$ cat config.mk
export PLATFORM = sky130hd
export DESIGN_NAME = ddo_cordic
export DESIGN_NICKNAME = d
export VERILOG_FILES = /design/src/hdl/ddo_pkg.sv /design/src/hdl/ddo_cordic.sv
export SDC_FILE = /design/constraint.sdc
export NUM_CORES = 1
export LEC_CHECK = 0
export BUFFER_PORTS_ARGS = -buffer_cell sky130_fd_sc_hd__clkbuf_2
export CORE_ASPECT_RATIO = 1.25
export CORE_MARGIN = 4
export CORE_UTILIZATION = 30
export DETAILED_ROUTE_END_ITERATION = 8
export SYNTH_ARGS = -nofsm -noshare
export SYNTH_HDL_FRONTEND = slang
export SYNTH_SLANG_ARGS = --single-unit
$ cat constraint.sdc
create_clock -name clk -period 6.9 [get_ports clk]
set_input_delay 0.69 -clock clk [delete_from_list [all_inputs] [get_ports clk]]
set_output_delay 0.69 -clock clk [all_outputs]
set_load 0.05 [all_outputs]
$ cat src/hdl/ddo_pkg.sv
`default_nettype none
package ddo_pkg;

	localparam int ATAN_ENTRIES = 30;
	localparam int OP_W = 34;
	localparam int PROD_W = 2 * OP_W;
	localparam int CFG_IDX_W = 3;

	localparam logic signed [OP_W-1:0] PI_Q29 = 34'sd1686629713;
	localparam logic signed [OP_W-1:0] HALF_PI_Q29 = 34'sd843314857;
	localparam logic signed [OP_W-1:0] TWO_PI_Q29 = 34'sd3373259426;
	localparam logic signed [OP_W-1:0] ONE_Q29 = 34'sd536870912;
	localparam logic signed [OP_W-1:0] INV_GAIN_Q29 = 34'sd326016437;

	typedef enum logic [CFG_IDX_W-1:0] {
		CFG_DIST_PER_COUNT = 3'd0,
		CFG_WHEEL_BASE = 3'd1,
		CFG_STRAIGHT_THR = 3'd2,
		CFG_MOVE_LIMIT = 3'd3,
		CFG_ANGLE_LIMIT = 3'd4
	} cfg_idx_t;

	function automatic logic [29:0] atan_q29(input logic [4:0] i);
		case (i)
			5'd0: atan_q29 = 30'd421657428;
			5'd1: atan_q29 = 30'd248918915;
			5'd2: atan_q29 = 30'd131521918;
			5'd3: atan_q29 = 30'd66762579;
			5'd4: atan_q29 = 30'd33510843;
			5'd5: atan_q29 = 30'd16771758;
			5'd6: atan_q29 = 30'd8387925;
			5'd7: atan_q29 = 30'd4194219;
			5'd8: atan_q29 = 30'd2097141;
			5'd9: atan_q29 = 30'd1048575;
			default: atan_q29 = 30'd1 << (5'd29 - i);
		endcase
	endfunction

endpackage
`default_nettype wire

$ cat src/hdl/ddo_cordic.sv
`default_nettype none
module ddo_cordic import ddo_pkg::*; #(
	parameter int STEPS = 24
) (
	input wire logic clk,
	input wire logic arst_n,
	input wire logic start,
	input wire logic signed [31:0] angle,
	output logic done,
	output logic signed [OP_W-1:0] cos_o,
	output logic signed [OP_W-1:0] sin_o
);
	logic signed [OP_W-1:0] x_q;
	logic signed [OP_W-1:0] y_q;
	logic signed [OP_W-1:0] z_q;
	logic signed [OP_W-1:0] z_in;
	logic signed [OP_W-1:0] xs;
	logic signed [OP_W-1:0] ys;
	logic signed [OP_W-1:0] step_ang;
	logic neg_q;
	logic [4:0] cnt_q;
	logic busy_q;
	logic done_q;

	assign z_in = OP_W'(angle);
	assign xs = x_q >>> cnt_q;
	assign ys = y_q >>> cnt_q;
	assign step_ang = OP_W'(signed'({1'b0, atan_q29(cnt_q)}));

	always_ff @(posedge clk or negedge arst_n) begin
		if (!arst_n) begin
			busy_q <= 1'b0;
			done_q <= 1'b0;
			cnt_q <= '0;
		end else begin
			done_q <= 1'b0;
			if (start) begin
				busy_q <= 1'b1;
				cnt_q <= '0;
			end else if (busy_q) begin
				cnt_q <= cnt_q + 1'b1;
				if (cnt_q == 5'(STEPS - 1)) begin
					busy_q <= 1'b0;
					done_q <= 1'b1;
				end
			end
		end
	end

	// Angles beyond a quarter turn are folded by half a turn and the results negated.
	always_ff @(posedge clk) begin
		if (start) begin
			x_q <= INV_GAIN_Q29;
			y_q <= '0;
			if (z_in > HALF_PI_Q29) begin
				z_q <= z_in - PI_Q29;
				neg_q <= 1'b1;
			end else if (z_in < -HALF_PI_Q29) begin
				z_q <= z_in + PI_Q29;
				neg_q <= 1'b1;
			end else begin
				z_q <= z_in;
				neg_q <= 1'b0;
			end
		end else if (busy_q) begin
			if (!z_q[OP_W-1]) begin
				x_q <= x_q - ys;
				y_q <= y_q + xs;
				z_q <= z_q - step_ang;
			end else begin
				x_q <= x_q + ys;
				y_q <= y_q - xs;
				z_q <= z_q + step_ang;
			end
		end
	end

	assign done = done_q;
	assign cos_o = neg_q ? -x_q : x_q;
	assign sin_o = neg_q ? -y_q : y_q;
endmodule
`default_nettype wire

==> impl_metrics.yaml <==
die:
  die-width_um: 239
  die_area_um2: 70700
  initial_core_util: 0.303
  floorplan.io_pins: 104
  core_area_um2: 65800
  num_rows: 105
  chipHeight_um: 296
sta:
  layout_worst_path_cycle_share: 0.916
  grt_setup_unrepaired: "no"
  finalWorstPathRequiredPeriod_ps: 6320
  clock_skew_ps: 8.91
  max-slew-margin-rel: 0.330
  max_slew.worst_pin.slew_ps: 993
  maxSlewViolCount: 0
  finalHoldViolations: 0
  setup_tns_ps: 0
  finalSetupViolCount: 0
  fmax_ghz: 0.158
clock_network:
  cts_tree: "built"
  post_cts_setup_buffer_count: 0
  clock_tree.root_cell: "sky130_fd_sc_hd__clkbuf_16"
  cts.sinks: 110
  ctsLongestPathBuffers: 2
  clock_insertion_delay_worst_skew_ps: 410
  post_cts_resize_count: 0
  cts_inserted_buffers: 9
  cts_max_level: 3
  clk_pin_slew_ps: 80
  cts_hold_buffers: 0
synth:
  syn_inst: 2534
  yosysSeqAreaShare: 0.130
  synth_warnings: 0
  asyncSetResetFlopFracSynth: 0.0636
  yosysTopAreaCell: "sky130_fd_sc_hd__mux4_2"
  ys_top_cells_by_area: "sky130_fd_sc_hd__mux4_2 7.8%, sky130_fd_sc_hd__ha_1 7.1%, sky130_fd_sc_hd__xnor2_1 7.1%, sky130_fd_sc_hd__dfxtp_1 6.8%, sky130_fd_sc_hd__edfxtp_1 5.3%"
  number_of_distinct_library_cells_after_synthesis: 105
  synth-seq-cells: 110
  post_synthesis_average_cell_area_um2: 7.88
  netlist_area_um2: 20000
  synth_nets: 2686
  synth_largest_type_area_fraction: 0.0779
  synth-edff-count: 35
  synth_top_flop_cell: "sky130_fd_sc_hd__dfxtp_1"
global_routing:
  global_route.usage.total: 0.188
  met3_usage: 0.0236
  grt_start_max_net_pins: 105
  grt_first_pass_wirelength_um: 107000
  grt_overflow: 0
  number_of_global_route_vias_before_repair: 18500
  met1_usage: 0.227
  grt_antenna_before_repair: 0
  gr-usage-met2: 0.332
  busiest_layer: "met2"
setup_path:
  endpoint_kind: "flip-flop"
  worstSetupPathType: "reg -> reg"
  critical_path.cell_chain: "buf_12 > mux2_1 > mux4_2 > mux2i_1 > o221a_2 > ha_1 > nor3b_1 > and2b_1 > a31oi_1 > xor2_1 > ha_1 > a21o_1 > a21o_1 > a21oi_1 > o21ai_0 > a31o_2 > o21ai_0 > buf_4 > o31ai_1 > o21ai_0 > xnor2_1 > a211oi_1 > a31o_1"
  critical_path.most_common_cell: "sky130_fd_sc_hd__o21ai_0"
  critical_path.max_fanout: 33
  worst_reg_to_reg_setup_slack_ps: 580
  worstPathBufferInverterCount: 2
  cp_slowest_stage_delay_ps: 630
  critical-path-top-delay-family: "compound AO/OA/AOI/OAI gates"
  timing.critical_path.arrival_ps: 6620
  cp_slowest_cell: "sky130_fd_sc_hd__dfrtp_4"
  critical_path_required_ps: 7200
  r2r_cells: 23
  worst_r2r_endpoint: "x_q[33]"
  rr_startpoint: "cnt_q[3]"
  setup.worst_path.start_class: "flip-flop"
final_layout:
  final.fill_count: 7040
  diodes: 0
  area_growth_pct: 7.80
  post-route-util: 0.327
  finish.net_count: 2664
  drive_gt1_frac: 0.140
run_status:
  status: "complete, no violations"
detailed_routing:
  via_count: 19600
  detailedRoute.firstIterationViolations: 1683
  post_drt_wl_per_cell_um: 20.5
  vias_per_cell: 5.82
  postRouteAntennaNets: 0
  drtPass1Iterations: 6
  route.detailed.drc: 0
  totalWireLength_um: 69200
place:
  hpwlAfterDp_um: 52800
  finalWeightedCongestion: 1.02
  io_buffer_count: 103
job:
  cap_violations: 0
min_path:
  hold_class: "in -> async"
cell usage after synthesis (14+ instances only):
library cell,instances
sky130_fd_sc_hd__a21oi_1,204
sky130_fd_sc_hd__nand3_1,41
sky130_fd_sc_hd__and2_1,22
sky130_fd_sc_hd__and3_1,30
sky130_fd_sc_hd__buf_1,19
sky130_fd_sc_hd__a32oi_1,15
sky130_fd_sc_hd__a211oi_1,27
sky130_fd_sc_hd__nand2_1,222
sky130_fd_sc_hd__or3_1,21
sky130_fd_sc_hd__mux4_1,19
sky130_fd_sc_hd__nor3_1,45
sky130_fd_sc_hd__buf_2,32
sky130_fd_sc_hd__inv_1,51
sky130_fd_sc_hd__mux4_2,69
sky130_fd_sc_hd__xor2_1,92
sky130_fd_sc_hd__clkbuf_1,138
sky130_fd_sc_hd__o21bai_1,20
sky130_fd_sc_hd__o21ai_0,143
sky130_fd_sc_hd__mux2_2,36
sky130_fd_sc_hd__nand4_1,17
sky130_fd_sc_hd__a31oi_1,44
sky130_fd_sc_hd__ha_1,114
sky130_fd_sc_hd__nor2b_1,28
sky130_fd_sc_hd__xnor2_1,162
sky130_fd_sc_hd__a21o_1,75
sky130_fd_sc_hd__mux2i_1,89
sky130_fd_sc_hd__a21boi_0,14
sky130_fd_sc_hd__dfxtp_1,68
sky130_fd_sc_hd__nand2b_1,35
sky130_fd_sc_hd__o31ai_1,36
sky130_fd_sc_hd__o22ai_1,28
sky130_fd_sc_hd__o21a_1,37
sky130_fd_sc_hd__nor2_1,225
sky130_fd_sc_hd__edfxtp_1,35
sky130_fd_sc_hd__o211ai_1,18
cells by family after synthesis:
| logic type | share of synthesized area |
|---|---|
| mux | 0.176 |
| simple gates | 0.185 |
| fa+ha+maj | 0.0745 |
| buf+inv | 0.0596 |
| xor+xnor | 0.112 |
| flops | 0.130 |
| compound gates | 0.263 |
how the worst max path moves through the flow:
stage	start	endpoint	slack [ps]	depth (start not counted)
2_1_floorplan	cnt_q[1]	z_q[33]	550	29
3_3_place_gp	cnt_q[0]	y_q[33]	500	20
3_5_place_dp	cnt_q[0]	y_q[33]	520	20
5_1_grt	cnt_q[3]	x_q[33]	3	23
4_1_cts	cnt_q[0]	y_q[33]	480	20
6_report	cnt_q[3]	x_q[33]	580	23
per-stage QoR:
stage	instance area [um2]	cells	hold slack [ps]	worst slack [ps]
detailed placement	21200	3356	569	524
global placement	21200	3356	569	502
finish	21500	3373	130	576
global route	21500	3373	137	2.96
CTS	21500	3372	117	476
floorplan	20000	2534	394	551
layer usage:
layer  share of wire  up-vias
li1                -     9426
met3           0.058      180
met5               0        -
met2            0.49      719
met1            0.40     9321
met4           0.049        0
sequential cells by signal (all words and copies together) (netlist names):
signal and flops:
x_q 34, y_q 34, z_q 34, cnt_q 5, busy_q 1, done 1
neg_q 1
layout by cell type, fill, tap and decap left out, drive strengths merged, types with 17 or more instances in the layout:
| cell | netlist | layout |
|---|---|---|
| nand2b | 35 | 35 |
| nand3 | 42 | 42 |
| o31ai | 36 | 36 |
| dfxtp | 68 | 68 |
| or3 | 21 | 21 |
| ha | 114 | 114 |
| xor2 | 92 | 92 |
| o211ai | 18 | 18 |
| nor3 | 46 | 46 |
| nand4 | 17 | 17 |
| a21oi | 206 | 206 |
| and3 | 30 | 30 |
| nor2 | 226 | 226 |
| a21o | 75 | 75 |
| o21a | 37 | 37 |
| o21ai | 147 | 147 |
| o21bai | 20 | 20 |
| mux4 | 88 | 88 |
| edfxtp | 35 | 35 |
| buf | 70 | 72 |
| a31oi | 45 | 45 |
| mux2i | 89 | 89 |
| a211oi | 27 | 27 |
| clkbuf | 138 | 113 |
| nand2 | 223 | 223 |
| o22ai | 28 | 28 |
| and2 | 23 | 23 |
| inv | 54 | 57 |
| xnor2 | 163 | 163 |
| mux2 | 48 | 48 |
| nor2b | 28 | 28 |
worst reg2reg max path: stages, from the launching register on:
cell	delay [ps]
sky130_fd_sc_hd__dfrtp_4	630
sky130_fd_sc_hd__buf_12	260
sky130_fd_sc_hd__mux2_1	500
sky130_fd_sc_hd__mux4_2	500
sky130_fd_sc_hd__mux2i_1	300
sky130_fd_sc_hd__o221a_2	340
sky130_fd_sc_hd__ha_1	240
sky130_fd_sc_hd__nor3b_1	290
sky130_fd_sc_hd__and2b_1	230
sky130_fd_sc_hd__a31oi_1	110
sky130_fd_sc_hd__xor2_1	190
sky130_fd_sc_hd__ha_1	410
sky130_fd_sc_hd__a21o_1	180
sky130_fd_sc_hd__a21o_1	120
sky130_fd_sc_hd__a21oi_1	60
sky130_fd_sc_hd__o21ai_0	320
sky130_fd_sc_hd__a31o_2	200
sky130_fd_sc_hd__o21ai_0	70
sky130_fd_sc_hd__buf_4	160
sky130_fd_sc_hd__o31ai_1	400
sky130_fd_sc_hd__o21ai_0	200
sky130_fd_sc_hd__xnor2_1	220
sky130_fd_sc_hd__a211oi_1	110
sky130_fd_sc_hd__a31o_1	210
cell type report:
cell class                 instances  area (um2)  area share
clock buffer                      10         229      0.0106
clock inverter                     6        68.8     0.00320
inverter                          58         218      0.0101
multi-input combinational       2158       16200       0.753
sequential                       110        2610       0.121
tap                              856        1070      0.0498
timing repair buffer             175        1120      0.0523
Power is left out: the tool's default activity adds up to more than one toggle a clock period on the data nets, which glitch-free logic cannot reach.
