<file path="src/hdl/ddo_pkg.sv">
`default_nettype none
package ddo_pkg;

	localparam int ATAN_ENTRIES = 30;
	localparam int OP_W = 34;
	localparam int PROD_W = 2 * OP_W;
	localparam int CFG_IDX_W = 3;

	localparam logic signed [OP_W-1:0] PI_Q29 = 34'sd1686629713;
	localparam logic signed [OP_W-1:0] HALF_PI_Q29 = 34'sd843314857;
	localparam logic signed [OP_W-1:0] TWO_PI_Q29 = 34'sd3373259426;
	localparam logic signed [OP_W-1:0] ONE_Q29 = 34'sd536870912;
	localparam logic signed [OP_W-1:0] INV_GAIN_Q29 = 34'sd326016437;

	typedef enum logic [CFG_IDX_W-1:0] {
		CFG_DIST_PER_COUNT = 3'd0,
		CFG_WHEEL_BASE = 3'd1,
		CFG_STRAIGHT_THR = 3'd2,
		CFG_MOVE_LIMIT = 3'd3,
		CFG_ANGLE_LIMIT = 3'd4
	} cfg_idx_t;

	function automatic logic [29:0] atan_q29(input logic [4:0] i);
		case (i)
			5'd0: atan_q29 = 30'd421657428;
			5'd1: atan_q29 = 30'd248918915;
			5'd2: atan_q29 = 30'd131521918;
			5'd3: atan_q29 = 30'd66762579;
			5'd4: atan_q29 = 30'd33510843;
			5'd5: atan_q29 = 30'd16771758;
			5'd6: atan_q29 = 30'd8387925;
			5'd7: atan_q29 = 30'd4194219;
			5'd8: atan_q29 = 30'd2097141;
			5'd9: atan_q29 = 30'd1048575;
			default: atan_q29 = 30'd1 << (5'd29 - i);
		endcase
	endfunction

endpackage
`default_nettype wire

</file>
<file path="src/hdl/ddo_sqrt.sv">
`default_nettype none
module ddo_sqrt import ddo_pkg::*; (
	input wire logic clk,
	input wire logic arst_n,
	input wire logic start,
	input wire logic [63:0] rad,
	output logic done,
	output logic [31:0] root
);
	logic [63:0] rad_q;
	logic [33:0] rem_q;
	logic [31:0] root_q;
	logic [4:0] cnt_q;
	logic busy_q;
	logic done_q;
	logic [35:0] trial;
	logic [35:0] sub;
	logic fits;

	assign trial = {rem_q, rad_q[63:62]};
	assign sub = {2'b00, root_q, 2'b01};
	assign fits = trial >= sub;

	always_ff @(posedge clk or negedge arst_n) begin
		if (!arst_n) begin
			busy_q <= 1'b0;
			done_q <= 1'b0;
			cnt_q <= '0;
		end else begin
			done_q <= 1'b0;
			if (start) begin
				busy_q <= 1'b1;
				cnt_q <= '0;
			end else if (busy_q) begin
				cnt_q <= cnt_q + 1'b1;
				if (cnt_q == 5'd31) begin
					busy_q <= 1'b0;
					done_q <= 1'b1;
				end
			end
		end
	end

	always_ff @(posedge clk) begin
		if (start) begin
			rad_q <= rad;
			rem_q <= '0;
			root_q <= '0;
		end else if (busy_q) begin
			rad_q <= rad_q << 2;
			rem_q <= fits ? 34'(trial - sub) : trial[33:0];
			root_q <= {root_q[30:0], fits};
		end
	end

	assign done = done_q;
	assign root = root_q;
endmodule
`default_nettype wire

</file>
<file path="config.mk">
export PLATFORM = sky130hd
export DESIGN_NAME = ddo_sqrt
export DESIGN_NICKNAME = d
export VERILOG_FILES = /design/src/hdl/ddo_pkg.sv /design/src/hdl/ddo_sqrt.sv
export SDC_FILE = /design/constraint.sdc
export NUM_CORES = 1
export LEC_CHECK = 0
export ABC_AREA = 1
export BUFFER_PORTS_ARGS = -buffer_cell sky130_fd_sc_hd__buf_2
export CORE_ASPECT_RATIO = 0.7
export CORE_MARGIN = 5
export CORE_UTILIZATION = 57
export CTS_CLUSTER_SIZE = 14
export DETAILED_ROUTE_END_ITERATION = 6
export PLACE_DENSITY = 0.78
export SYNTH_ARGS = -nofsm -noshare
export SYNTH_HDL_FRONTEND = slang
export SYNTH_SLANG_ARGS = --single-unit
</file>
<file path="constraint.sdc">
create_clock -name clk -period 4.6 [get_ports clk]
set_input_delay 0.23 -clock clk [delete_from_list [all_inputs] [get_ports clk]]
set_output_delay 0.23 -clock clk [all_outputs]
set_load 0.02 [all_outputs]
</file>
==> results of run 1 <==
## final cells by class
| type | count | area, um^2 |
|---|---|---|
| repair buffers | 105 | 543 |
| inverters | 153 | 576 |
| multi-input cells | 862 | 4130 |
| clock buffers | 17 | 425 |
| fillers | 1244 | 4620 |
| clock inverters | 15 | 151 |
| well taps | 190 | 238 |
| flip-flops and latches | 137 | 3420 |
## registers in the layout, indices dropped and copies added, names as in the netlist
register,flops
cnt_q,5
busy_q,1
rem_q,34
root,32
done,1
rad_q,64
## where the power goes
part,switching (uW),internal (uW),leakage [uW]
Sequential,118,1470,0.00134
Combinational,2340,1160,0.00345
Clock,633,724,0.000283
## cell families after synthesis
group	count (synthesis)
fa+ha+maj	36
flops	137
simple gates	736
compound gates	75
xor+xnor	15
buf+inv	190
## metrics by stage
stage	util (%)	hold WS, ps	cells	power [uW]	setup WS, ps
3_5_place_dp	63.1	70.3	1446	4990	1590
3_3_place_gp	63.1	71.8	1446	4960	1650
5_1_grt	67.3	65.7	1479	6970	1150
6_report	67.3	56.1	1479	6440	1500
4_1_cts	67.3	47.6	1479	6380	1560
2_1_floorplan	-	-65.6	1189	4230	1540
## per-layer routing
metal / GRT usage [%] / vias to the layer above / share of wire (%)
li1: - / 3900 / -
met1: 41.4 / 3502 / 51
met2: 34.8 / 291 / 39
met3: 5.46 / 23 / 8.9
met4: 5.65 / 2 / 1.1
met5: 0 / - / 0.059
## worst max-delay path, stage by stage (launching register included)
cell and delay [ps]:
dfxtp_1 330, inv_1 70, ha_1 380, nand2_1 120
nor2_1 190, nand2_1 90, nor2_1 100, nand2_1 90
nand3_2 120, nand3_4 420, nand2_4 550, nand2_1 310
nand2_1 130, nand2_1 60, nand2_1 70
## synth_stat cells, types with 7 or more instances
master,count
a21oi_1,25
clkbuf_1,25
dfrtp_1,7
dfxtp_1,66
edfxtp_1,64
ha_1,36
inv_1,151
nand2_1,559
nand2_2,7
nand3_1,53
nand3_2,7
nand3b_2,14
nand4_1,10
nor2_1,63
o21ai_0,10
o21bai_1,7
o22ai_1,31
xnor2_1,7
xor2_1,8
## path summary, 6_finish.rpt
path,end,from,cells after the start
hold / removal,rad_q[1],rad[1],3
max in group asynchronous,cnt_q[4],arst_n,2
setup / recovery,rem_q[31],root[2],14
setup reg to reg,rem_q[31],root[2],14
hold reg to reg,rem_q[32],rem_q[32],2
min in group asynchronous,done,arst_n,2
==> metrics, run 1 <==
Post-CTS Setup Bufs 0; worst path required time 4960 ps; Core Region 14100 um^2; count of pins over their slew limit 0; final antenna diode count 0; TritonCTS Buffers 17; residual DRC count 0; number of nets in the final layout 1379; Clock Skew 13.7 ps; top cell type by total area after synthesis nand2_1; top cell type's share of synthesized area 25.2%; time the final worst path needs with I/O delays and setup 3100 ps; critical path class register to register; Final TNS setup 0 ps; Skew-Pair Late Insertion Delay 430 ps; clock slew seen by the registers of the worst setup and hold paths 70 ps; dominant combinational cell family by area after synthesis simple AND/OR/NAND/NOR gates; number of warning messages in the yosys log 0; global-route wire length before repair 36100 um; status completed; Max IR drop VDD 0.389 mV; synthesized flop and latch total 137; number of rows created at floorplan 36; maximum clock frequency 0.323 GHz; simple-gate share of the synthesized area 37.3%; complex-gate fraction of the synthesized area 5.28%; number of hold violations in the final report 0; final instance area 9480 um^2; crit path launch type register; deepest level of the CTS H-tree 4; effective utilization at floorplan 59.0%; drt via density 5.22; IO Pins 100; clock tree from TritonCTS built; combined global-route utilization of all metal layers 25.7%; static leakage power 0.00507 uW; Setup Viol. Count Final 0; Die H 111 um; Net Count, Synth 1292; synthesized area 8320 um^2; Worst R2R Setup Slack 1500 ps; post-DR wirelength/cell 14.8 um; largest fanout on the critical path 35; most area-consuming cells after synthesis nand2_1 (25%), edfxtp_1 (23%), dfxtp_1 (16%); fraction of registers with async set or reset after synthesis 5.11%; Sinks on Clock Net 137; Antenna Nets Post-Route 0; Post-CTS Hold Fix Bufs 1; port bufs 99; overall die width 154 um; max-capacitance violation count 0; initial antenna violation count 1; Detailed Routing Iterations Pass 1 5; Resized cells post-CTS 0; Synth Area in XOR/XNOR 1.58%; Detailed Route Iter0 Violations 707; largest net degree at the start of global routing 78; weighted congestion at the end of routability-driven global placement 1.01; Max-slew headroom 19.0%; Seq/Total Area, Yosys 41.1%; ratio of final minimum period to clock period 67.4%; Placed Instance Area 8900 um^2; fraction of layout cells with a size suffix above 1 14.0%; transition time of the tightest slew-check pin 1210 ps; Synth Instances 1189; ratio of total power to cell area 679 nW/um^2; Die Outline Area 17100 um^2; kind of capture point of the worst setup path register; vias after detailed routing 7718; maximum clock insertion buffer count 2; number of global-route vias before repair 7116; area growth from synthesis to layout 14.0%; leading cell type in the layout, fill and taps excluded nand2_1; global-route congestion overflow total 0; root buffer cell clkbuf_16; unrepaired setup endpoints after global routing no; average cell area after synthesis 7.00 um^2; Post-Synth Adder-Cell Area 5.42%; Hold Path Class input port to register; most frequent cells in the layout nand2_1 (559), inv_1 (150), buf_2 (99); unique cell type count in the Yosys netlist 35; count of flip-flops with a built-in enable after synthesis 64; dpl hpwl 15900 um; top_reg_cell synth dfxtp_1; multiplexer area fraction after synthesis 0%; data arrival time of the critical path 3460 ps; final routed wirelength across all metal layers 21900 um
No activity file was read; power rests on OpenSTA's default activity.
==> run 2: changes to the inputs <==
Settings changed: ABC_AREA 1 to 0, PLACE_DENSITY 0.78 to 0.79.
Clock period 4.6 ns to 3.05 ns, I/O delays scaled along.
==> run 2 against run 1 <==
Sequential cell count unchanged. Critical path type unchanged. Clock power up 56%. Via count decreased by 28%. Total power rose by 33%. Clock skew decreased by 2.2 ps. Non-clock buffer count up 8. Critical path depth is 3 lower. Clock-buffer cell count unchanged. Sequential share of layout area grew 2.9 points. Register-to-register slack got worse by 1300 ps.
==> metrics, run 2 <==
Net Count, Synth 818; time the final worst path needs with I/O delays and setup 2870 ps; average cell area after synthesis 10.4 um^2; weighted congestion at the end of routability-driven global placement 0.912; maximum clock frequency 0.348 GHz; post-route total power 8540 uW; most frequent cells in the layout buf_2 (98), nor2_1 (94), dfxtp_1 (66); final instance count without filler cells 989; register containing the most flip-flops in the final layout rad_q; r2r endpoint rem_q[16]; Synth Instances 715; Final TNS setup 0 ps; number of rows created at floorplan 34; pre-CTS setup slack 37.7 ps; global-route congestion overflow total 0; Setup Viol. Count Final 0; number of hold violations in the final report 0; initial antenna violation count 2; ratio of total power to cell area 972 nW/um^2; ratio of final minimum period to clock period 94.2%; kind of capture point of the worst setup path register; Hold Path Class input port to register; Max-slew headroom 60.6%; Worst R2R Setup Slack 180 ps; combined global-route utilization of all metal layers 21.2%; cell with the most instances after synthesis nor2_1; Max IR drop VDD 0.631 mV; clock slew seen by the registers of the worst setup and hold paths 70 ps; residual DRC count 0; final routed wirelength across all metal layers 16200 um; worst path required time 3370 ps; vias after detailed routing 5594; area of the multi-input gates 3740 um^2; deepest level of the CTS H-tree 4; fraction of registers with async set or reset after synthesis 5.11%; global-route wire length before repair 27100 um; top_reg_cell synth dfxtp_1; area growth from synthesis to layout 18.1%; dpl hpwl 11100 um; IO Pins 100; effective utilization at floorplan 59.1%; count of flip-flops with a built-in enable after synthesis 64; Die Outline Area 15500 um^2; overall die width 147 um; Skew-Pair Late Insertion Delay 420 ps; maximum clock insertion buffer count 2; count of cells along the worst register-to-register path 11; Sequential Area 3420 um^2; static leakage power 0.00390 uW; startpoint of the worst register-to-register path root[7]; Die H 106 um; Detailed Route Iter0 Violations 362; port bufs 99; Antenna Nets Post-Route 0; largest fanout on the critical path 14; crit path launch type register; root buffer cell clkbuf_16; synthesized area 7440 um^2; fill cell total of the finished layout 916; worst hold slack 18.0 ps; Sinks on Clock Net 137; termination of the worst setup path rem_q[16]; most area-consuming cells after synthesis edfxtp_1 (26%), dfxtp_1 (18%), mux2_2 (9.4%); top cell type's share of synthesized area 25.8%; TritonCTS Buffers 17; post-placement cell count 950; leading cell type in the layout, fill and taps excluded buf_2; min setup slack post-route 178 ps; clock tree from TritonCTS built; data arrival time of the critical path 3190 ps; Core Region 12600 um^2; commonest cells in the netlist nor2_1 (95), dfxtp_1 (66), edfxtp_1 (64); flip-flop count of the largest register after layout 64; number of nets in the final layout 916; synthesized flop and latch total 137; max-capacitance violation count 0; worst setup path startpoint root[7]; Seq/Total Area, Yosys 46.0%; count of pins over their slew limit 0; Detailed Routing Iterations Pass 1 5; number of global-route vias before repair 5642; number of warning messages in the yosys log 0; Clock Skew 11.5 ps; status completed; fraction of layout cells with a size suffix above 1 27.6%; critical path class register to register; post-DR wirelength/cell 16.4 um; drt via density 5.66; top cell type by total area after synthesis edfxtp_1; transition time of the tightest slew-check pin 591 ps; unique cell type count in the Yosys netlist 55; largest net degree at the start of global routing 65
run 2: cell count changes after synthesis, sizes merged, moves of 15 or more:
cell / delta
nand2: -535
inv: -110
mux2: +62
nand3: -51
mux2i: +47
a211oi: +32
o22ai: -28
nor2: +23
nand3b: -15
run 2: report_power, final:
group          leakage, uW  internal [uW]  switching (uW)  total, uW
Clock             0.000291           1240             878       2120
Sequential         0.00131           2220             183       2400
Combinational      0.00229           1840            2180       4020
Total              0.00390           5290            3240       8540
run 2: what timing repair did:
| item | 4_1_cts | 5_1_grt |
|---|---|---|
| buffers inserted | 0 | 5 |
| hold endpoints to repair | 7 | 0 |
| endpoints found under the setup margin | 0 | 29 |
| hold buffers | 1 | 0 |
| gates resized for setup | 0 | 9 |
run 2: how the worst min path moves through the flow:
stage | depth (start not counted) | to | startpoint | slack, ps
after floorplan | 0 | busy_q | arst_n | -140
after global placement | 1 | cnt_q[1] | arst_n | -10
after detailed placement | 1 | cnt_q[2] | arst_n | -5
after CTS | 2 | rad_q[1] | rad[1] | 10
after global routing | 2 | rad_q[1] | rad[1] | 20
final | 2 | rad_q[1] | rad[1] | 20
run 2: stage by stage:
stage               util (%)  area, um^2
floorplan                  -        7440
global placement        64.3        8100
detailed placement      64.3        8100
CTS                     69.1        8710
global route            69.8        8780
finish                  69.8        8780
run 2: cell type report:
class	count	share of cell area (%)
diodes	1	0.0285
clock buffers	17	4.84
clock inverters	15	2.01
inverters	42	1.79
multi-input cells	502	42.6
flip-flops and latches	137	39.0
well taps	162	2.31
repair buffers	113	7.46
run 2: per-layer routing:
metal | wire length (um) | up-vias | global-route usage, %
li1 | - | 2773 | -
met1 | 7420 | 2635 | 28.3
met2 | 7320 | 162 | 33.3
met3 | 1270 | 22 | 7.55
met4 | 148 | 2 | 4.90
met5 | 9 | - | 0
run 2: kinds of logic (layout without fill, tap and decap cells):
kind of cell,Yosys count,after routing,synth area share (%)
AO/OA/AOI/OAI,140,140,13.1
XOR/XNOR,32,32,3.77
adder cells (fa/ha/maj),36,36,6.06
buffers and inverters,76,187,4.22
flip-flops,137,137,46.0
multiplexers,109,109,15.7
other,0,1,0
AND/OR/NAND/NOR,185,185,11.2
run 2: worst max-delay path, cell delays in order, from the launching register on:
cell and delay [ps]:
dfxtp_1 380, inv_1 60, ha_1 370, a21oi_1 140, o21ai_0 110, or3_1 360, o211ai_2 220, nand3_2 120
a31oi_4 290, buf_4 300, a21oi_1 120, a211oi_1 280
