## src/hdl/ddo_pkg.sv

```systemverilog
`default_nettype none
package ddo_pkg;

	localparam int ATAN_ENTRIES = 30;
	localparam int OP_W = 34;
	localparam int PROD_W = 2 * OP_W;
	localparam int CFG_IDX_W = 3;

	localparam logic signed [OP_W-1:0] PI_Q29 = 34'sd1686629713;
	localparam logic signed [OP_W-1:0] HALF_PI_Q29 = 34'sd843314857;
	localparam logic signed [OP_W-1:0] TWO_PI_Q29 = 34'sd3373259426;
	localparam logic signed [OP_W-1:0] ONE_Q29 = 34'sd536870912;
	localparam logic signed [OP_W-1:0] INV_GAIN_Q29 = 34'sd326016437;

	typedef enum logic [CFG_IDX_W-1:0] {
		CFG_DIST_PER_COUNT = 3'd0,
		CFG_WHEEL_BASE = 3'd1,
		CFG_STRAIGHT_THR = 3'd2,
		CFG_MOVE_LIMIT = 3'd3,
		CFG_ANGLE_LIMIT = 3'd4
	} cfg_idx_t;

	function automatic logic [29:0] atan_q29(input logic [4:0] i);
		case (i)
			5'd0: atan_q29 = 30'd421657428;
			5'd1: atan_q29 = 30'd248918915;
			5'd2: atan_q29 = 30'd131521918;
			5'd3: atan_q29 = 30'd66762579;
			5'd4: atan_q29 = 30'd33510843;
			5'd5: atan_q29 = 30'd16771758;
			5'd6: atan_q29 = 30'd8387925;
			5'd7: atan_q29 = 30'd4194219;
			5'd8: atan_q29 = 30'd2097141;
			5'd9: atan_q29 = 30'd1048575;
			default: atan_q29 = 30'd1 << (5'd29 - i);
		endcase
	endfunction

endpackage
`default_nettype wire

```

## src/hdl/ddo_div.sv

```systemverilog
`default_nettype none
module ddo_div import ddo_pkg::*; (
	input wire logic clk,
	input wire logic arst_n,
	input wire logic start,
	input wire logic [63:0] num,
	input wire logic [31:0] den,
	output logic done,
	output logic [63:0] quot
);
	logic [63:0] num_q;
	logic [31:0] rem_q;
	logic [31:0] den_q;
	logic [5:0] cnt_q;
	logic busy_q;
	logic done_q;
	logic [32:0] trial;
	logic fits;

	assign trial = {rem_q, num_q[63]};
	assign fits = trial >= {1'b0, den_q};

	always_ff @(posedge clk or negedge arst_n) begin
		if (!arst_n) begin
			busy_q <= 1'b0;
			done_q <= 1'b0;
			cnt_q <= '0;
		end else begin
			done_q <= 1'b0;
			if (start) begin
				busy_q <= 1'b1;
				cnt_q <= '0;
			end else if (busy_q) begin
				cnt_q <= cnt_q + 1'b1;
				if (cnt_q == 6'd63) begin
					busy_q <= 1'b0;
					done_q <= 1'b1;
				end
			end
		end
	end

	always_ff @(posedge clk) begin
		if (start) begin
			num_q <= num;
			den_q <= den;
			rem_q <= '0;
		end else if (busy_q) begin
			rem_q <= fits ? 32'(trial - {1'b0, den_q}) : trial[31:0];
			num_q <= {num_q[62:0], fits};
		end
	end

	assign done = done_q;
	assign quot = num_q;
endmodule
`default_nettype wire

```

## config.mk

```make
export PLATFORM = sky130hd
export DESIGN_NAME = ddo_div
export DESIGN_NICKNAME = d
export VERILOG_FILES = /design/src/hdl/ddo_pkg.sv /design/src/hdl/ddo_div.sv
export SDC_FILE = /design/constraint.sdc
export NUM_CORES = 1
export LEC_CHECK = 0
export BUFFER_PORTS_ARGS = -buffer_cell sky130_fd_sc_hd__buf_2
export CAP_MARGIN = 15
export CORE_ASPECT_RATIO = 2
export CORE_MARGIN = 8
export CORE_UTILIZATION = 35
export DETAILED_ROUTE_END_ITERATION = 10
export SYNTH_ARGS = -nofsm -noshare
export SYNTH_HDL_FRONTEND = slang
export SYNTH_SLANG_ARGS = --single-unit
```

## constraint.sdc

```tcl
create_clock -name clk -period 3.35 [get_ports clk]
set_clock_uncertainty 0.05 [all_clocks]
set_input_delay 0.5025 -clock clk [delete_from_list [all_inputs] [get_ports clk]]
set_output_delay 0.5025 -clock clk [all_outputs]
set_load 0.05 [all_outputs]
```

==> impl_metrics.json, run 1 <==
{
  "p_leak_uw": 0.003891,
  "ant_nets": 0,
  "first_global_vias": 5711,
  "grt.busiest_layer": "met2",
  "grt_pass1_wl_um": 29130,
  "routedWlPerCell_um": 16.66,
  "final_cell_mix": "162 x buf_2, 96 x edfxtp_1, 64 x mux2_2, 40 x nor2_1, 39 x inv_1",
  "routed_via_density": 4.986,
  "drc": 0,
  "die_x_um": 118.3,
  "synth_cells": 628,
  "drt_pass1_iterations": 4,
  "r2r_setup_slack_ns": 0.23,
  "mappedNetlistArea_um2": 7331,
  "use_met2_pct": 24.32,
  "timing.hold.ws_ns": 0.2046,
  "rsz0062_at_grt": "no",
  "vias": 5345,
  "grt_start_max_net_pins": 65,
  "cts.sinks": 136,
  "async_flop_share_pct": 5.882,
  "start_util_pct": 35.35,
  "drive_above_1_share_pct": 34.66,
  "slew_viol_final": 0,
  "yosys_warnings": 0,
  "power_density_nw_per_um2": 718.1,
  "dieArea_um2": 26110,
  "synth_edf_count": 96,
  "drt_iter0_drc": 249,
  "fill_cells": 1980,
  "criticalPathCategory": "reg2reg",
  "ys_seq_area_share_pct": 50.79,
  "worst_pin_slew_ns": 0.8228,
  "core_area_um2": 20740,
  "tritoncts": "done",
  "io_pins": 164,
  "place.gp.congestion": 0.8519,
  "synth_ff_type": "edfxtp_1",
  "crit_fanout": 13,
  "portBuffers": 163,
  "gr-usage-all-layers_pct": 14.01,
  "syn_area_per_cell_um2": 11.67,
  "cp-end-kind": "flip-flop",
  "tns_ns": 0,
  "antenna_found_initial": 1,
  "min_period_over_period_pct": 93.14,
  "stdcell_count": 1072,
  "drt-total-wl_um": 17860,
  "clk_pin_slew_ns": 0.06,
  "multi_input_area_um2": 3278,
  "ys_ff_latch": 136,
  "maxCapViolations": 0,
  "row_count": 75,
  "htreeDepth": 4,
  "cp-start-kind": "flip-flop",
  "globalRouteMet3Util_pct": 4.011,
  "outcome": "completed",
  "grt_use_met1_pct": 15.85,
  "critical_path_required_ns": 3.62,
  "die-height_um": 220.7,
  "worstPathArrival_ns": 3.39,
  "placedCellCount": 1038,
  "finalCriticalPeriod_ns": 3.120,
  "setup_viol": 0,
  "irDropWorstVdd_mv": 0.4886,
  "seq_area_um2": 3724,
  "area_delta_synth_final_pct": 22.90,
  "fmax_mhz": 320.5,
  "grt_overflow_total": 0,
  "final_nets": 922,
  "clockBufferDepth": 2,
  "place_hpwl_um": 12970,
  "clk_latency_ns": 0.42,
  "finalHoldViolCount": 0,
  "min_path_type": "in2reg",
  "synthesis.nets": 761,
  "slew_headroom_pct": 45.03,
  "ys_types": 61,
  "cts_inserted_buffers": 17,
  "root_buffer": "clkbuf_16",
  "final_common_cell": "buf_2"
}
[layer usage]
| metal | vias to the layer above | part of all wire, % |
|---|---|---|
| met2 | 124 | 51 |
| met1 | 2565 | 43 |
| met3 | 15 | 4.8 |
| li1 | 2641 | - |
| met4 | 0 | 1.6 |
| met5 | - | 0 |
[synth_stat cells (all sizes together) (3+ instances only)]
| master | count | area share, % |
|---|---|---|
| a211oi | 16 | 1.6 |
| a21o | 18 | 1.8 |
| a21oi | 33 | 2.4 |
| a31oi | 4 | 0.34 |
| a32oi | 3 | 0.36 |
| and2 | 5 | 0.43 |
| buf | 6 | 1.1 |
| clkbuf | 26 | 1.3 |
| dfrtp | 8 | 2.7 |
| dfxtp | 32 | 8.7 |
| edfxtp | 96 | 39 |
| ha | 33 | 5.6 |
| inv | 40 | 2.0 |
| mux2 | 65 | 10 |
| mux2i | 24 | 3.3 |
| nand2 | 37 | 1.9 |
| nand2b | 6 | 0.51 |
| nand3 | 9 | 0.61 |
| nand4 | 8 | 0.68 |
| nor2 | 40 | 2.0 |
| nor2b | 4 | 0.34 |
| nor3 | 7 | 0.55 |
| nor3b | 4 | 0.41 |
| nor4 | 4 | 0.34 |
| o211a | 3 | 0.41 |
| o211ai | 7 | 0.79 |
| o21ai | 25 | 1.8 |
| o21bai | 3 | 0.46 |
| o311ai | 3 | 0.36 |
| o31ai | 4 | 0.41 |
| or3 | 4 | 0.34 |
| xnor2 | 16 | 1.9 |
| xor2 | 15 | 1.8 |
[report_power, final]
group	switching (uW)	internal (uW)
logic	1400	976
registers	173	2080
clock network	720	1120
[timing repair]
action                                 in CTS  in global routing
gates resized for setup                     0                  1
endpoints found under the hold margin       8                  0
buffers inserted                            0                  0
hold buffers                                1                  0
setup endpoints to repair                   0                  1
[through the flow]
stage	util (%)	power (uW)	cell area, um^2	worst slack [ns]
after CTS	43.43	6556	9007	0.1663
after global routing	43.44	6855	9010	0.008348
final	43.44	6470	9010	0.2300
after floorplan	-	4197	7331	0.2326
after detailed placement	40.60	4668	8419	0.2096
after global placement	40.60	4632	8419	0.2940
[critical path: stages, from the launching register on]
cell,delay (ns)
edfxtp_1,0.37
inv_1,0.08
ha_1,0.28
a21o_1,0.23
a21oi_4,0.18
a2111oi_4,0.11
o41ai_4,0.43
o21a_4,0.23
o21ai_2,0.07
or3_1,0.37
buf_4,0.24
mux2i_1,0.14
a211oi_1,0.24
[state kept, by name (all words and copies together), names as in the netlist]
| name | count |
|---|---|
| busy_q | 1 |
| cnt_q | 6 |
| den_q | 32 |
| done | 1 |
| quot | 64 |
| rem_q | 32 |
[worst paths after layout]
kind,depth (start not counted),to,startpoint
max reg2reg,12,rem_q[11],den_q[3]
min in group asynchronous,2,cnt_q[2],arst_n
max,12,rem_q[11],den_q[3]
min,1,den_q[29],den[29]
min reg2reg,2,rem_q[21],rem_q[21]
max in group asynchronous,2,cnt_q[4],arst_n
[area by class of cell]
| class | instances | share of cell area [%] |
|---|---|---|
| clock inverters | 11 | 1.416 |
| well taps | 269 | 3.736 |
| diodes | 1 | 0.02777 |
| repair buffers | 174 | 10.44 |
| inverters | 40 | 1.666 |
| multi-input cells | 420 | 36.38 |
| flip-flops and latches | 136 | 41.33 |
| clock buffers | 21 | 4.999 |
[kinds of logic after synthesis]
| kind of cell | synth area share [%] |
|---|---|
| DFF | 50.79 |
| xor gates and xnor gates | 3.704 |
| adders and majority gates | 5.906 |
| muxes | 13.31 |
| buffers and inverters | 4.489 |
| AOI/OAI and AO/OA | 13.42 |
| and+or+nand+nor | 8.380 |
Note: power is estimated with default switching activity, not from simulation.
==> run 2, diff against run 1 <==
ABC_AREA = 1   (was default)
PLACE_DENSITY = 0.53   (was default)
==> run 2 against run 1 <==
- flip-flop and latch count unchanged
- register-to-register slack better by 0.56 ns
- die area up 9.6%
- global-route usage up 2.8 points
- core utilization down 1.0 points
- via count up 34%
- synthesized area up 11%
- final area up 8.4%
- critical path type unchanged
- critical endpoint is now rem_q[1]
==> impl_metrics.json, run 2 <==
{
  "die-height_um": 231.4,
  "synth_edf_count": 96,
  "yosys_warnings": 0,
  "grt_pass1_wl_um": 37250,
  "place_hpwl_um": 17420,
  "finalHoldViolCount": 0,
  "slowest_delay_ns": 0.37,
  "path_cells": "inv_1 > ha_1 > nand2_1 > nor2_1 > nand2_1 > nor3_2 > nand2_4 > nand2_4 > nand2_1 > nand3_1 > o21ai_0",
  "drc": 0,
  "rsz0062_at_grt": "no",
  "synthMostInstantiatedCell": "nand2_1",
  "start_util_pct": 35.25,
  "final_util_pct": 42.41,
  "p_leak_uw": 0.005268,
  "crit_fanout": 32,
  "mappedNetlistArea_um2": 8118,
  "tns_ns": 0,
  "dieArea_um2": 28620,
  "grt_start_max_net_pins": 60,
  "gr-usage-all-layers_pct": 16.85,
  "tritoncts": "done",
  "crit_path_frequent_cell": "nand2_1",
  "place.gp.congestion": 0.9033,
  "final_nets": 1397,
  "min_path_type": "in2reg",
  "irDropWorstVdd_mv": 0.4424,
  "htreeDepth": 4,
  "drt_pass1_iterations": 4,
  "synth_cells": 1104,
  "largest_register_ff_count": 64,
  "cp-end-kind": "flip-flop",
  "cp-start-kind": "flip-flop",
  "crit_buf_inv": 1,
  "ys_seq_area_share_pct": 45.87,
  "power_density_nw_per_um2": 701.3,
  "grt_overflow_total": 0,
  "fmax_mhz": 390.1,
  "vias": 7141,
  "cts.sinks": 136,
  "outcome": "completed",
  "antenna_found_initial": 0,
  "criticalPathCategory": "reg2reg",
  "synthSimpleGateAreaFrac_pct": 33.79,
  "drt_iter0_drc": 401,
  "ys_ff_latch": 136,
  "maxCapViolations": 0,
  "drive_above_1_share_pct": 17.15,
  "synth.top_cells.by_count": "493 x nand2_1, 172 x inv_1, 96 x edfxtp_1, 74 x nand3_1, 46 x nor2_1",
  "core_area_um2": 23030,
  "synthAdderAreaFrac_pct": 5.333,
  "muxShareOfSynthArea_pct": 0,
  "synthTopCellsByArea": "edfxtp_1 36%, nand2_1 23%, inv_1 8.0%, dfxtp_1 7.9%, ha_1 5.1%",
  "root_buffer": "clkbuf_16",
  "row_count": 79,
  "syn_area_per_cell_um2": 7.353,
  "synth_compound_area_share_pct": 3.637,
  "synth_top_family_by_area": "simple AND/OR/NAND/NOR gates",
  "drt-total-wl_um": 23340,
  "slew_headroom_pct": 40.66,
  "final_cell_mix": "493 x nand2_1, 171 x inv_1, 162 x buf_2, 96 x edfxtp_1, 74 x nand3_1",
  "io_pins": 164,
  "async_flop_share_pct": 5.882,
  "slew_viol_final": 0,
  "worst_pin_slew_ns": 0.8880,
  "ys_types": 34,
  "routedWlPerCell_um": 14.96,
  "portBuffers": 163,
  "yosysTopAreaCellShare_pct": 35.51,
  "yosysTopAreaCell": "edfxtp_1",
  "setup_viol": 0,
  "p_total_uw": 6850,
  "antenna_cells": 0,
  "critical_path_required_ns": 3.61,
  "finalCriticalPeriod_ns": 2.563,
  "min_period_over_period_pct": 76.51,
  "worstPathArrival_ns": 2.82,
  "final_common_cell": "nand2_1",
  "synthXorXnorAreaFrac_pct": 1.510,
  "fill_cells": 2468,
  "synth_ff_type": "edfxtp_1",
  "path_delay_family": "simple AND/OR/NAND/NOR gates",
  "cts_setup_buffers": 0,
  "clk_latency_ns": 0.44,
  "synthesis.nets": 1237,
  "area_delta_synth_final_pct": 20.33,
  "die_x_um": 123.7,
  "clockBufferDepth": 2,
  "clk_pin_slew_ns": 0.06,
  "cts_inserted_buffers": 17,
  "routed_via_density": 4.578,
  "crit_slowest_cell": "ha_1",
  "ant_nets": 0,
  "first_global_vias": 7312
}
## run 2: cell count changes in the layout (fill, tap and decap cells not counted), moves of 14 or more
cell	change
a21o_1	-18
xor2_1	-14
mux2i_1	-24
mux2_2	-64
a211oi_1	-16
nand2_1	+457
inv_1	+132
nand3b_1	+21
nand3_1	+65
## run 2: path summary, 6_finish.rpt
kind	startpoint	end	slack, ns	cells past startpoint
setup / recovery	den_q[17]	rem_q[1]	0.79	11
hold / removal	den[31]	den_q[31]	0.18	1
setup reg to reg	den_q[17]	rem_q[1]	0.79	11
hold reg to reg	rem_q[19]	rem_q[19]	0.42	2
max in group asynchronous	arst_n	cnt_q[1]	2.64	2
min in group asynchronous	arst_n	cnt_q[5]	0.43	2
## run 2: cell type report
class	instances	area (um^2)	area share, %
timing repair buffer	171	893.4	9.146
clock inverter	11	101.3	1.038
clock buffer	21	440.4	4.509
inverter	174	654.4	6.699
tap	283	354.1	3.625
sequential	136	3724	38.12
multi-input combinational	764	3601	36.86
## run 2: kinds of logic after synthesis
group / count (synthesis)
flops: 136
fa+ha+maj: 34
buf+inv: 204
simple gates: 663
xor+xnor: 14
compound gates: 53
## run 2: layer usage
metal | up-vias | wire, um | track usage (%)
li1 | 3746 | - | -
met4 | 0 | 493 | 6.664
met3 | 25 | 908 | 3.851
met1 | 3249 | 10020 | 20.22
met2 | 121 | 11910 | 28.20
met5 | - | 0 | 0
## run 2: per-stage QoR
step                setup WS [ns]  hold slack, ns  instances  area, um^2
floorplan                  0.2366          0.1569       1104        8118
global placement           0.7975          0.3098       1527        9216
detailed placement         0.7792          0.3063       1527        9216
CTS                        0.7635          0.1490       1560        9768
global route               0.5771          0.1535       1560        9768
finish                     0.7868          0.1825       1560        9768
## run 2: timing repair
item	CTS	global route
gates resized for setup	0	0
hold buffers	1	0
endpoints found under the hold margin	8	0
## run 2: power by group
part	switching [uW]	internal (uW)
Combinational	1920	947
Clock	748	1020
Sequential	144	2070
